--- src/hdl/dli_pkg.sv ---
// Package for the distance look-up interpolator.
// Holds the widths, register indexes, reset table and pipeline payload types.
// No dependencies; used by distance_lut_interpolator, dli_checker and the testbench.
package dli_pkg;

	// Widths of the sample, the distance and the calibration points.
	localparam int SAMPLE_BITS = 10;
	localparam int DIST_BITS = 8;
	localparam int POINT_BITS = SAMPLE_BITS + DIST_BITS;
	localparam int NUM_POINTS = 7;
	localparam int PIDX_BITS = $clog2(NUM_POINTS);

	// Product of the raw offset and the distance step, and the quotient.
	localparam int PROD_BITS = SAMPLE_BITS + DIST_BITS;
	localparam int Q_BITS = DIST_BITS;
	localparam int QIDX_BITS = $clog2(Q_BITS);
	localparam int BITS_PER_STAGE = 2;
	localparam int DIV_STAGES = Q_BITS / BITS_PER_STAGE;

	// Configuration register map.
	localparam int CFG_INDEX_BITS = 4;
	localparam logic [CFG_INDEX_BITS-1:0] REG_POINT_FIRST = CFG_INDEX_BITS'(0);
	localparam logic [CFG_INDEX_BITS-1:0] REG_MIN_DISTANCE = CFG_INDEX_BITS'(NUM_POINTS);

	typedef logic [SAMPLE_BITS-1:0] sample_t;
	typedef logic [DIST_BITS-1:0] dist_t;
	typedef logic [POINT_BITS-1:0] point_t;

	// Calibration points after reset: raw values fall as distance rises.
	localparam sample_t POINT_RAW_RESET [NUM_POINTS] = '{
		SAMPLE_BITS'(16'h01F4), SAMPLE_BITS'(16'h00FF), SAMPLE_BITS'(16'h00A7),
		SAMPLE_BITS'(16'h0072), SAMPLE_BITS'(16'h0057), SAMPLE_BITS'(16'h0044),
		SAMPLE_BITS'(16'h003A)
	};
	localparam dist_t POINT_DIST_RESET [NUM_POINTS] = '{
		8'd10, 8'd20, 8'd30, 8'd40, 8'd50, 8'd60, 8'd80
	};
	localparam dist_t MIN_DISTANCE_RESET = 8'd10;

	// Segment selected for one sample.
	typedef struct packed {
		logic in_range;
		sample_t numa;
		sample_t span;
		dist_t mag;
		logic neg;
		dist_t dh;
		dist_t limit;
	} seg_t;

	// Payload of the multiply and divide stages.
	typedef struct packed {
		logic in_range;
		logic [PROD_BITS-1:0] rem;
		sample_t span;
		logic neg;
		dist_t dh;
		dist_t limit;
		logic [Q_BITS-1:0] quot;
	} div_t;

endpackage

--- src/hdl/distance_lut_interpolator.sv ---
// Top level of the distance look-up interpolator.
// Depends on dli_pkg for widths, the register map and the stage payload types.
//
// Usage: raw_sample and distance_limit enter on the input channel
// (in_valid / in_stall); distance_cm, out_of_range and detected leave on the
// output channel (out_valid / out_stall). A beat moves when valid is high and
// stall is low. The configuration channel (cfg_valid / cfg_ready, cfg_index,
// cfg_data) writes point_0..point_6 at indexes 0..6 and min_distance at 7;
// other indexes are ignored. cfg_ready is always high.
// An accepted input beat reaches the output register through segment select,
// multiply, four divide stages of two quotient bits each, and the final add.
// One sample is taken every cycle unless in_stall is high.
// The pipeline advances as a whole; when the output holds a result that the
// receiver stalls, every stage holds and in_stall is raised, so nothing is
// lost or repeated. Reset clears all valid bits and loads the calibration
// registers with their default table.
module distance_lut_interpolator (
	input  logic                                clk,
	input  logic                                arst_n,
	input  logic                                in_valid,
	output logic                                in_stall,
	input  logic [dli_pkg::SAMPLE_BITS-1:0]     raw_sample,
	input  logic [dli_pkg::DIST_BITS-1:0]       distance_limit,
	output logic                                out_valid,
	input  logic                                out_stall,
	output logic [dli_pkg::DIST_BITS-1:0]       distance_cm,
	output logic                                out_of_range,
	output logic                                detected,
	input  logic                                cfg_valid,
	output logic                                cfg_ready,
	input  logic [dli_pkg::CFG_INDEX_BITS-1:0]  cfg_index,
	input  logic [dli_pkg::POINT_BITS-1:0]      cfg_data
);

	dli_pkg::point_t point_q [dli_pkg::NUM_POINTS];
	dli_pkg::dist_t min_distance_q;

	logic advance;
	logic valid_s1;
	dli_pkg::seg_t seg_s1;
	dli_pkg::seg_t seg_next;
	// Element j is pipeline stage j+2: the product, then one per divide stage.
	logic valid_s [dli_pkg::DIV_STAGES+1];
	dli_pkg::div_t div_s [dli_pkg::DIV_STAGES+1];
	dli_pkg::dist_t final_sum;

	// Two restoring steps of the division by the segment span.
	function automatic dli_pkg::div_t div_stage(dli_pkg::div_t d, int unsigned stg);
		dli_pkg::div_t r;
		logic [dli_pkg::PROD_BITS-1:0] trial;
		int unsigned k;
		r = d;
		for (int b = 0; b < dli_pkg::BITS_PER_STAGE; b++) begin
			k = dli_pkg::Q_BITS - 1 - stg * dli_pkg::BITS_PER_STAGE - b;
			trial = dli_pkg::PROD_BITS'(r.span) << k;
			if (r.span != '0 && r.rem >= trial) begin
				r.rem = r.rem - trial;
				r.quot[dli_pkg::QIDX_BITS'(k)] = 1'b1;
			end
		end
		return r;
	endfunction

	// The whole pipeline moves unless a finished result is being held.
	assign advance = !out_valid || !out_stall;
	assign in_stall = !advance;
	assign cfg_ready = 1'b1;

	// Configuration registers.
	always_ff @(posedge clk or negedge arst_n) begin
		if (!arst_n) begin
			for (int i = 0; i < dli_pkg::NUM_POINTS; i++) begin
				point_q[i] <= {dli_pkg::POINT_RAW_RESET[i], dli_pkg::POINT_DIST_RESET[i]};
			end
			min_distance_q <= dli_pkg::MIN_DISTANCE_RESET;
		end else if (cfg_valid && cfg_ready) begin
			if (cfg_index >= dli_pkg::REG_POINT_FIRST && cfg_index < dli_pkg::REG_MIN_DISTANCE) begin
				point_q[cfg_index[dli_pkg::PIDX_BITS-1:0]] <= cfg_data;
			end else if (cfg_index == dli_pkg::REG_MIN_DISTANCE) begin
				min_distance_q <= cfg_data[dli_pkg::DIST_BITS-1:0];
			end
		end
	end

	// Stage 1 logic: saturation check, then the first bracketing segment.
	always_comb begin
		dli_pkg::sample_t hi;
		dli_pkg::sample_t lo;
		dli_pkg::dist_t dl;
		logic [dli_pkg::DIST_BITS:0] diff;
		logic found;
		hi = '0;
		lo = '0;
		dl = '0;
		found = 1'b0;
		seg_next = '0;
		seg_next.limit = distance_limit;
		if (raw_sample >= point_q[0][dli_pkg::POINT_BITS-1:dli_pkg::DIST_BITS]) begin
			seg_next.in_range = 1'b1;
			seg_next.dh = min_distance_q;
		end else if (raw_sample >
				point_q[dli_pkg::NUM_POINTS-1][dli_pkg::POINT_BITS-1:dli_pkg::DIST_BITS]) begin
			for (int i = 0; i < dli_pkg::NUM_POINTS - 1; i++) begin
				if (!found &&
						raw_sample <= point_q[i][dli_pkg::POINT_BITS-1:dli_pkg::DIST_BITS] &&
						raw_sample >= point_q[i+1][dli_pkg::POINT_BITS-1:dli_pkg::DIST_BITS]) begin
					found = 1'b1;
					hi = point_q[i][dli_pkg::POINT_BITS-1:dli_pkg::DIST_BITS];
					lo = point_q[i+1][dli_pkg::POINT_BITS-1:dli_pkg::DIST_BITS];
					seg_next.dh = point_q[i][dli_pkg::DIST_BITS-1:0];
					dl = point_q[i+1][dli_pkg::DIST_BITS-1:0];
				end
			end
			seg_next.in_range = found;
			seg_next.numa = hi - raw_sample;
			seg_next.span = hi - lo;
		end
		// Distance step split into sign and magnitude.
		diff = {1'b0, dl} - {1'b0, seg_next.dh};
		if (seg_next.in_range && found) begin
			seg_next.neg = diff[dli_pkg::DIST_BITS];
			seg_next.mag = diff[dli_pkg::DIST_BITS] ?
				dli_pkg::DIST_BITS'(-diff) : diff[dli_pkg::DIST_BITS-1:0];
		end
	end

	// Stage 1 register.
	always_ff @(posedge clk or negedge arst_n) begin
		if (!arst_n) begin
			valid_s1 <= 1'b0;
		end else if (advance) begin
			valid_s1 <= in_valid;
		end
	end

	always_ff @(posedge clk) begin
		if (advance) begin
			seg_s1 <= seg_next;
		end
	end

	// Stage 2: raw offset times the magnitude of the distance step.
	always_ff @(posedge clk or negedge arst_n) begin
		if (!arst_n) begin
			valid_s[0] <= 1'b0;
		end else if (advance) begin
			valid_s[0] <= valid_s1;
		end
	end

	always_ff @(posedge clk) begin
		if (advance) begin
			div_s[0].in_range <= seg_s1.in_range;
			div_s[0].rem <= dli_pkg::PROD_BITS'(seg_s1.numa) * dli_pkg::PROD_BITS'(seg_s1.mag);
			div_s[0].span <= seg_s1.span;
			div_s[0].neg <= seg_s1.neg;
			div_s[0].dh <= seg_s1.dh;
			div_s[0].limit <= seg_s1.limit;
			div_s[0].quot <= '0;
		end
	end

	// Stages 3 to 6: two quotient bits each.
	for (genvar j = 1; j <= dli_pkg::DIV_STAGES; j++) begin : g_div
		always_ff @(posedge clk or negedge arst_n) begin
			if (!arst_n) begin
				valid_s[j] <= 1'b0;
			end else if (advance) begin
				valid_s[j] <= valid_s[j-1];
			end
		end

		always_ff @(posedge clk) begin
			if (advance) begin
				div_s[j] <= div_stage(div_s[j-1], j - 1);
			end
		end
	end

	// Stage 7: apply the sign, add the upper distance, flag and compare.
	assign final_sum = div_s[dli_pkg::DIV_STAGES].neg ?
		div_s[dli_pkg::DIV_STAGES].dh - div_s[dli_pkg::DIV_STAGES].quot :
		div_s[dli_pkg::DIV_STAGES].dh + div_s[dli_pkg::DIV_STAGES].quot;

	always_ff @(posedge clk or negedge arst_n) begin
		if (!arst_n) begin
			out_valid <= 1'b0;
		end else if (advance) begin
			out_valid <= valid_s[dli_pkg::DIV_STAGES];
		end
	end

	always_ff @(posedge clk) begin
		if (advance) begin
			distance_cm <= div_s[dli_pkg::DIV_STAGES].in_range ? final_sum : '0;
			out_of_range <= !div_s[dli_pkg::DIV_STAGES].in_range;
			detected <= div_s[dli_pkg::DIV_STAGES].in_range &&
				(final_sum <= div_s[dli_pkg::DIV_STAGES].limit);
		end
	end

endmodule

--- config.mk ---
export PLATFORM = sky130hd
export DESIGN_NAME = distance_lut_interpolator
export DESIGN_NICKNAME = d
export VERILOG_FILES = /design/src/hdl/dli_pkg.sv /design/src/hdl/distance_lut_interpolator.sv
export SDC_FILE = /design/constraint.sdc
export NUM_CORES = 1
export LEC_CHECK = 0
export ABC_AREA = 1
export ABC_CLOCK_PERIOD_IN_PS = 9910
export BUFFER_PORTS_ARGS = -buffer_cell sky130_fd_sc_hd__buf_2
export CAP_MARGIN = 10
export CORE_MARGIN = 2
export CORE_UTILIZATION = 60
export CTS_CLUSTER_SIZE = 12
export DETAILED_ROUTE_END_ITERATION = 8
export PLACE_DENSITY = 0.85
export SYNTH_ARGS = -nofsm -noshare
export SYNTH_HDL_FRONTEND = slang
export SYNTH_SLANG_ARGS = --single-unit
--- constraint.sdc ---
create_clock -name clk -period 9.91 [get_ports clk]
set_clock_uncertainty 0.05 [all_clocks]
set_input_delay 0 -clock clk [delete_from_list [all_inputs] [get_ports clk]]
set_output_delay 0 -clock clk [all_outputs]
set_load 0.05 [all_outputs]
==> results.sh <==
export IMPL_tightestPinTransition_ps=1155
export IMPL_seq_area_frac_synth_pct=44.40
export IMPL_row_count=77
export IMPL_yosys_most_used_dff="edfxtp_1"
export IMPL_crit_cells=29
export IMPL_synth_most_common_cell="nand2_1"
export IMPL_crit_required_ps=10160
export IMPL_antenna_left=0
export IMPL_grt_pass1_vias=21690
export IMPL_die_area_sq_um=46550
export IMPL_end_kind="flip-flop"
export IMPL_netlist_area_leader_share_pct=31.03
export IMPL_wl_per_cell_um=17.53
export IMPL_synth_distinct_cells=57
export IMPL_hold_buffers=39
export IMPL_yosysTopAreaCell="edfxtp_1"
export IMPL_yosys_warnings=0
export IMPL_maxCapViolations=0
export IMPL_finalSetupViolCount=0
export IMPL_drt_iter0_markers=1896
export IMPL_die_x_um=215.8
export IMPL_fin_tns_setup_ps=0
export IMPL_syn_area_sq_um=26900
export IMPL_synth_edf_count=278
export IMPL_vias_per_cell=5.720
export IMPL_cpPeakStageDelay_ps=760
export IMPL_ff2ff_path_depth=29
export IMPL_post_synth_most_frequent_cells="705 x nand2_1, 458 x inv_1, 278 x edfxtp_1"
export IMPL_h_tree_depth=2
export IMPL_synthTopCellsByArea="edfxtp_1 31%, ha_1 11%, nand2_1 9.8%, dfrtp_1 8.0%, inv_1 6.4%"
export IMPL_clk_root_buffer_cell="clkbuf_16"
export IMPL_hp_class="in2reg"
export IMPL_worst_path_buf_inv=4
export IMPL_fmax_mhz=145.5
export IMPL_syn2layout_area_growth_pct=10.24
export IMPL_grt_max_degree=196
export IMPL_die_h_um=215.8
export IMPL_fin_crit_ps=6872
export IMPL_rsz0062_at_grt="false"
export IMPL_fin_util_pct=67.07
export IMPL_path_common_cell="nand2_1"
export IMPL_fin_crit_sh_pct=69.35
export IMPL_drc=0
export IMPL_cts_tree="yes"
export IMPL_slew_violations=0
export IMPL_crit_arrival_ps=7130
export IMPL_wirelength_um=65540
export IMPL_cts_setup_buffers=0
export IMPL_crit_path_top_delay_cell="nand4_1"
export IMPL_cts_max_path_buffers=3
export IMPL_synth_cells=3038
export IMPL_worstSkewPairLatency_ps=600
export IMPL_cts_sinks=419
export IMPL_crit_fanout=39
export IMPL_grt_pass1_wl_um=107700
export IMPL_cts_resized_gates=0
export IMPL_fillers=3411
export IMPL_core_region_area_sq_um=44220
export IMPL_antenna_cells=0
export IMPL_hpwl_um=47840
export IMPL_ys_seq_elements=419
export IMPL_drtPass1Iterations=5
export IMPL_numPortBuffers=56
export IMPL_gr_total_overflow=0
export IMPL_grt_total_usage_pct=28.71
export IMPL_hold_path_cell_count=3
export IMPL_via_count=21380
export IMPL_clk_pin_slew_worst_paths_ps=60
export IMPL_synthArstFlopShare_pct=33.65
export IMPL_antenna_found_initial=1
export IMPL_hold_violations=0
export IMPL_outcome="complete, no violations"
export IMPL_slew_limit_headroom_pct=22.70
export IMPL_syn_nets=3373
export IMPL_start_util_pct=60.84
export IMPL_gp_congestion=0.9283
export IMPL_drive_above_1_share_pct=8.010
export IMPL_synth_avg_cell_area_sq_um=8.856
export IMPL_io_pins=58
export IMPL_worst_r2r_setup_slack_ps=3040
export IMPL_startpoint_type="flip-flop"
export IMPL_crit_type="reg2reg"
export IMPL_cp_top_family="simple AND/OR/NAND/NOR gates"
export IMPL_cts_buffers=45
export IMPL_nets=3448
-- kinds of logic after synthesis --
logic type | Yosys count | share of synthesized area [%]
other | 1 | 0.01394
XOR/XNOR | 106 | 3.451
buffers and inverters | 551 | 7.934
AND/OR/NAND/NOR | 1078 | 16.45
adder cells (fa/ha/maj) | 290 | 15.13
AO/OA/AOI/OAI | 593 | 12.62
flip-flops | 419 | 44.40
-- flip-flops by register name, summed over array words and instances, names as in the netlist --
signal          count
detected            1
valid_s             5
valid_s1            1
min_distance_q      8
out_of_range        1
distance_cm         8
point_q           126
div_s             222
seg_s1             46
out_valid           1
-- layout by cell type (no fill, tap or decap), types with 12 or more instances in the layout --
| master | netlist | routed |
|---|---|---|
| dfrtp_1 | 86 | 86 |
| inv_1 | 458 | 458 |
| xor2_1 | 71 | 71 |
| dfstp_2 | 55 | 55 |
| nor3_1 | 27 | 26 |
| xnor2_1 | 35 | 35 |
| a31oi_1 | 12 | 12 |
| nor2_1 | 184 | 183 |
| o211ai_1 | 29 | 29 |
| o22ai_1 | 23 | 23 |
| a22oi_1 | 19 | 19 |
| dlygate4sd3_1 | 0 | 38 |
| o21ai_1 | 18 | 18 |
| clkbuf_1 | 56 | 14 |
| nand2_2 | 16 | 16 |
| nand2_1 | 705 | 704 |
| clkbuf_16 | 0 | 46 |
| nand4_1 | 33 | 33 |
| o21ai_0 | 258 | 258 |
| o21bai_1 | 15 | 15 |
| edfxtp_1 | 278 | 278 |
| buf_2 | 8 | 55 |
| ha_1 | 231 | 231 |
| fa_1 | 59 | 59 |
| nand3_1 | 70 | 70 |
| nor4_1 | 12 | 12 |
| a21oi_1 | 161 | 161 |
-- worst paths after layout --
path	start	endpoint
max in group asynchronous	arst_n	point_q[14]
worst max-delay path	point_q[121]	seg_s1[21]
worst max register to register	point_q[121]	seg_s1[21]
min in group asynchronous	arst_n	point_q[88]
worst min register to register	div_s[0][130]	div_s[0][184]
worst min-delay path	raw_sample[9]	seg_s1[44]
-- area by class of cell --
type	instances	area, sq um	area share, %
multi-input combinational	2068	12840	43.29
sequential	419	11950	40.28
inverter	471	1768	5.961
clock buffer	65	1260	4.248
timing repair buffer	108	832.0	2.805
tap	592	740.7	2.497
clock inverter	15	272.8	0.9197
-- per-stage QoR --
step	hold WS [ps]	instance area [sq um]	worst slack [ps]	cells
floorplan	-345.6	26900	271.6	3038
global placement	17.27	27680	3526	3617
detailed placement	28.47	27680	3270	3617
CTS	24.45	29620	3208	3736
global route	51.50	29660	2426	3738
finish	45.07	29660	3038	3738
-- worst register-to-register path, delay by kind of cell (launching register included) --
| kind | cells | cell delay, ps |
|---|---|---|
| buf+inv | 4 | 840 |
| simple gates | 14 | 2710 |
| flops | 1 | 530 |
| fa+ha+maj | 3 | 910 |
| compound gates | 7 | 1390 |
| xor+xnor | 1 | 140 |
-- metal layers --
layer,vias up,share of wire [%],GRT usage [%]
li1,10270,-,-
met2,780,49,49.84
met3,171,6.0,4.017
met5,-,0,0
met1,10160,41,36.74
met4,0,3.4,10.53
Power is not shown: default switching activity piles up to over one toggle a cycle in this logic, so the estimate is an artifact.
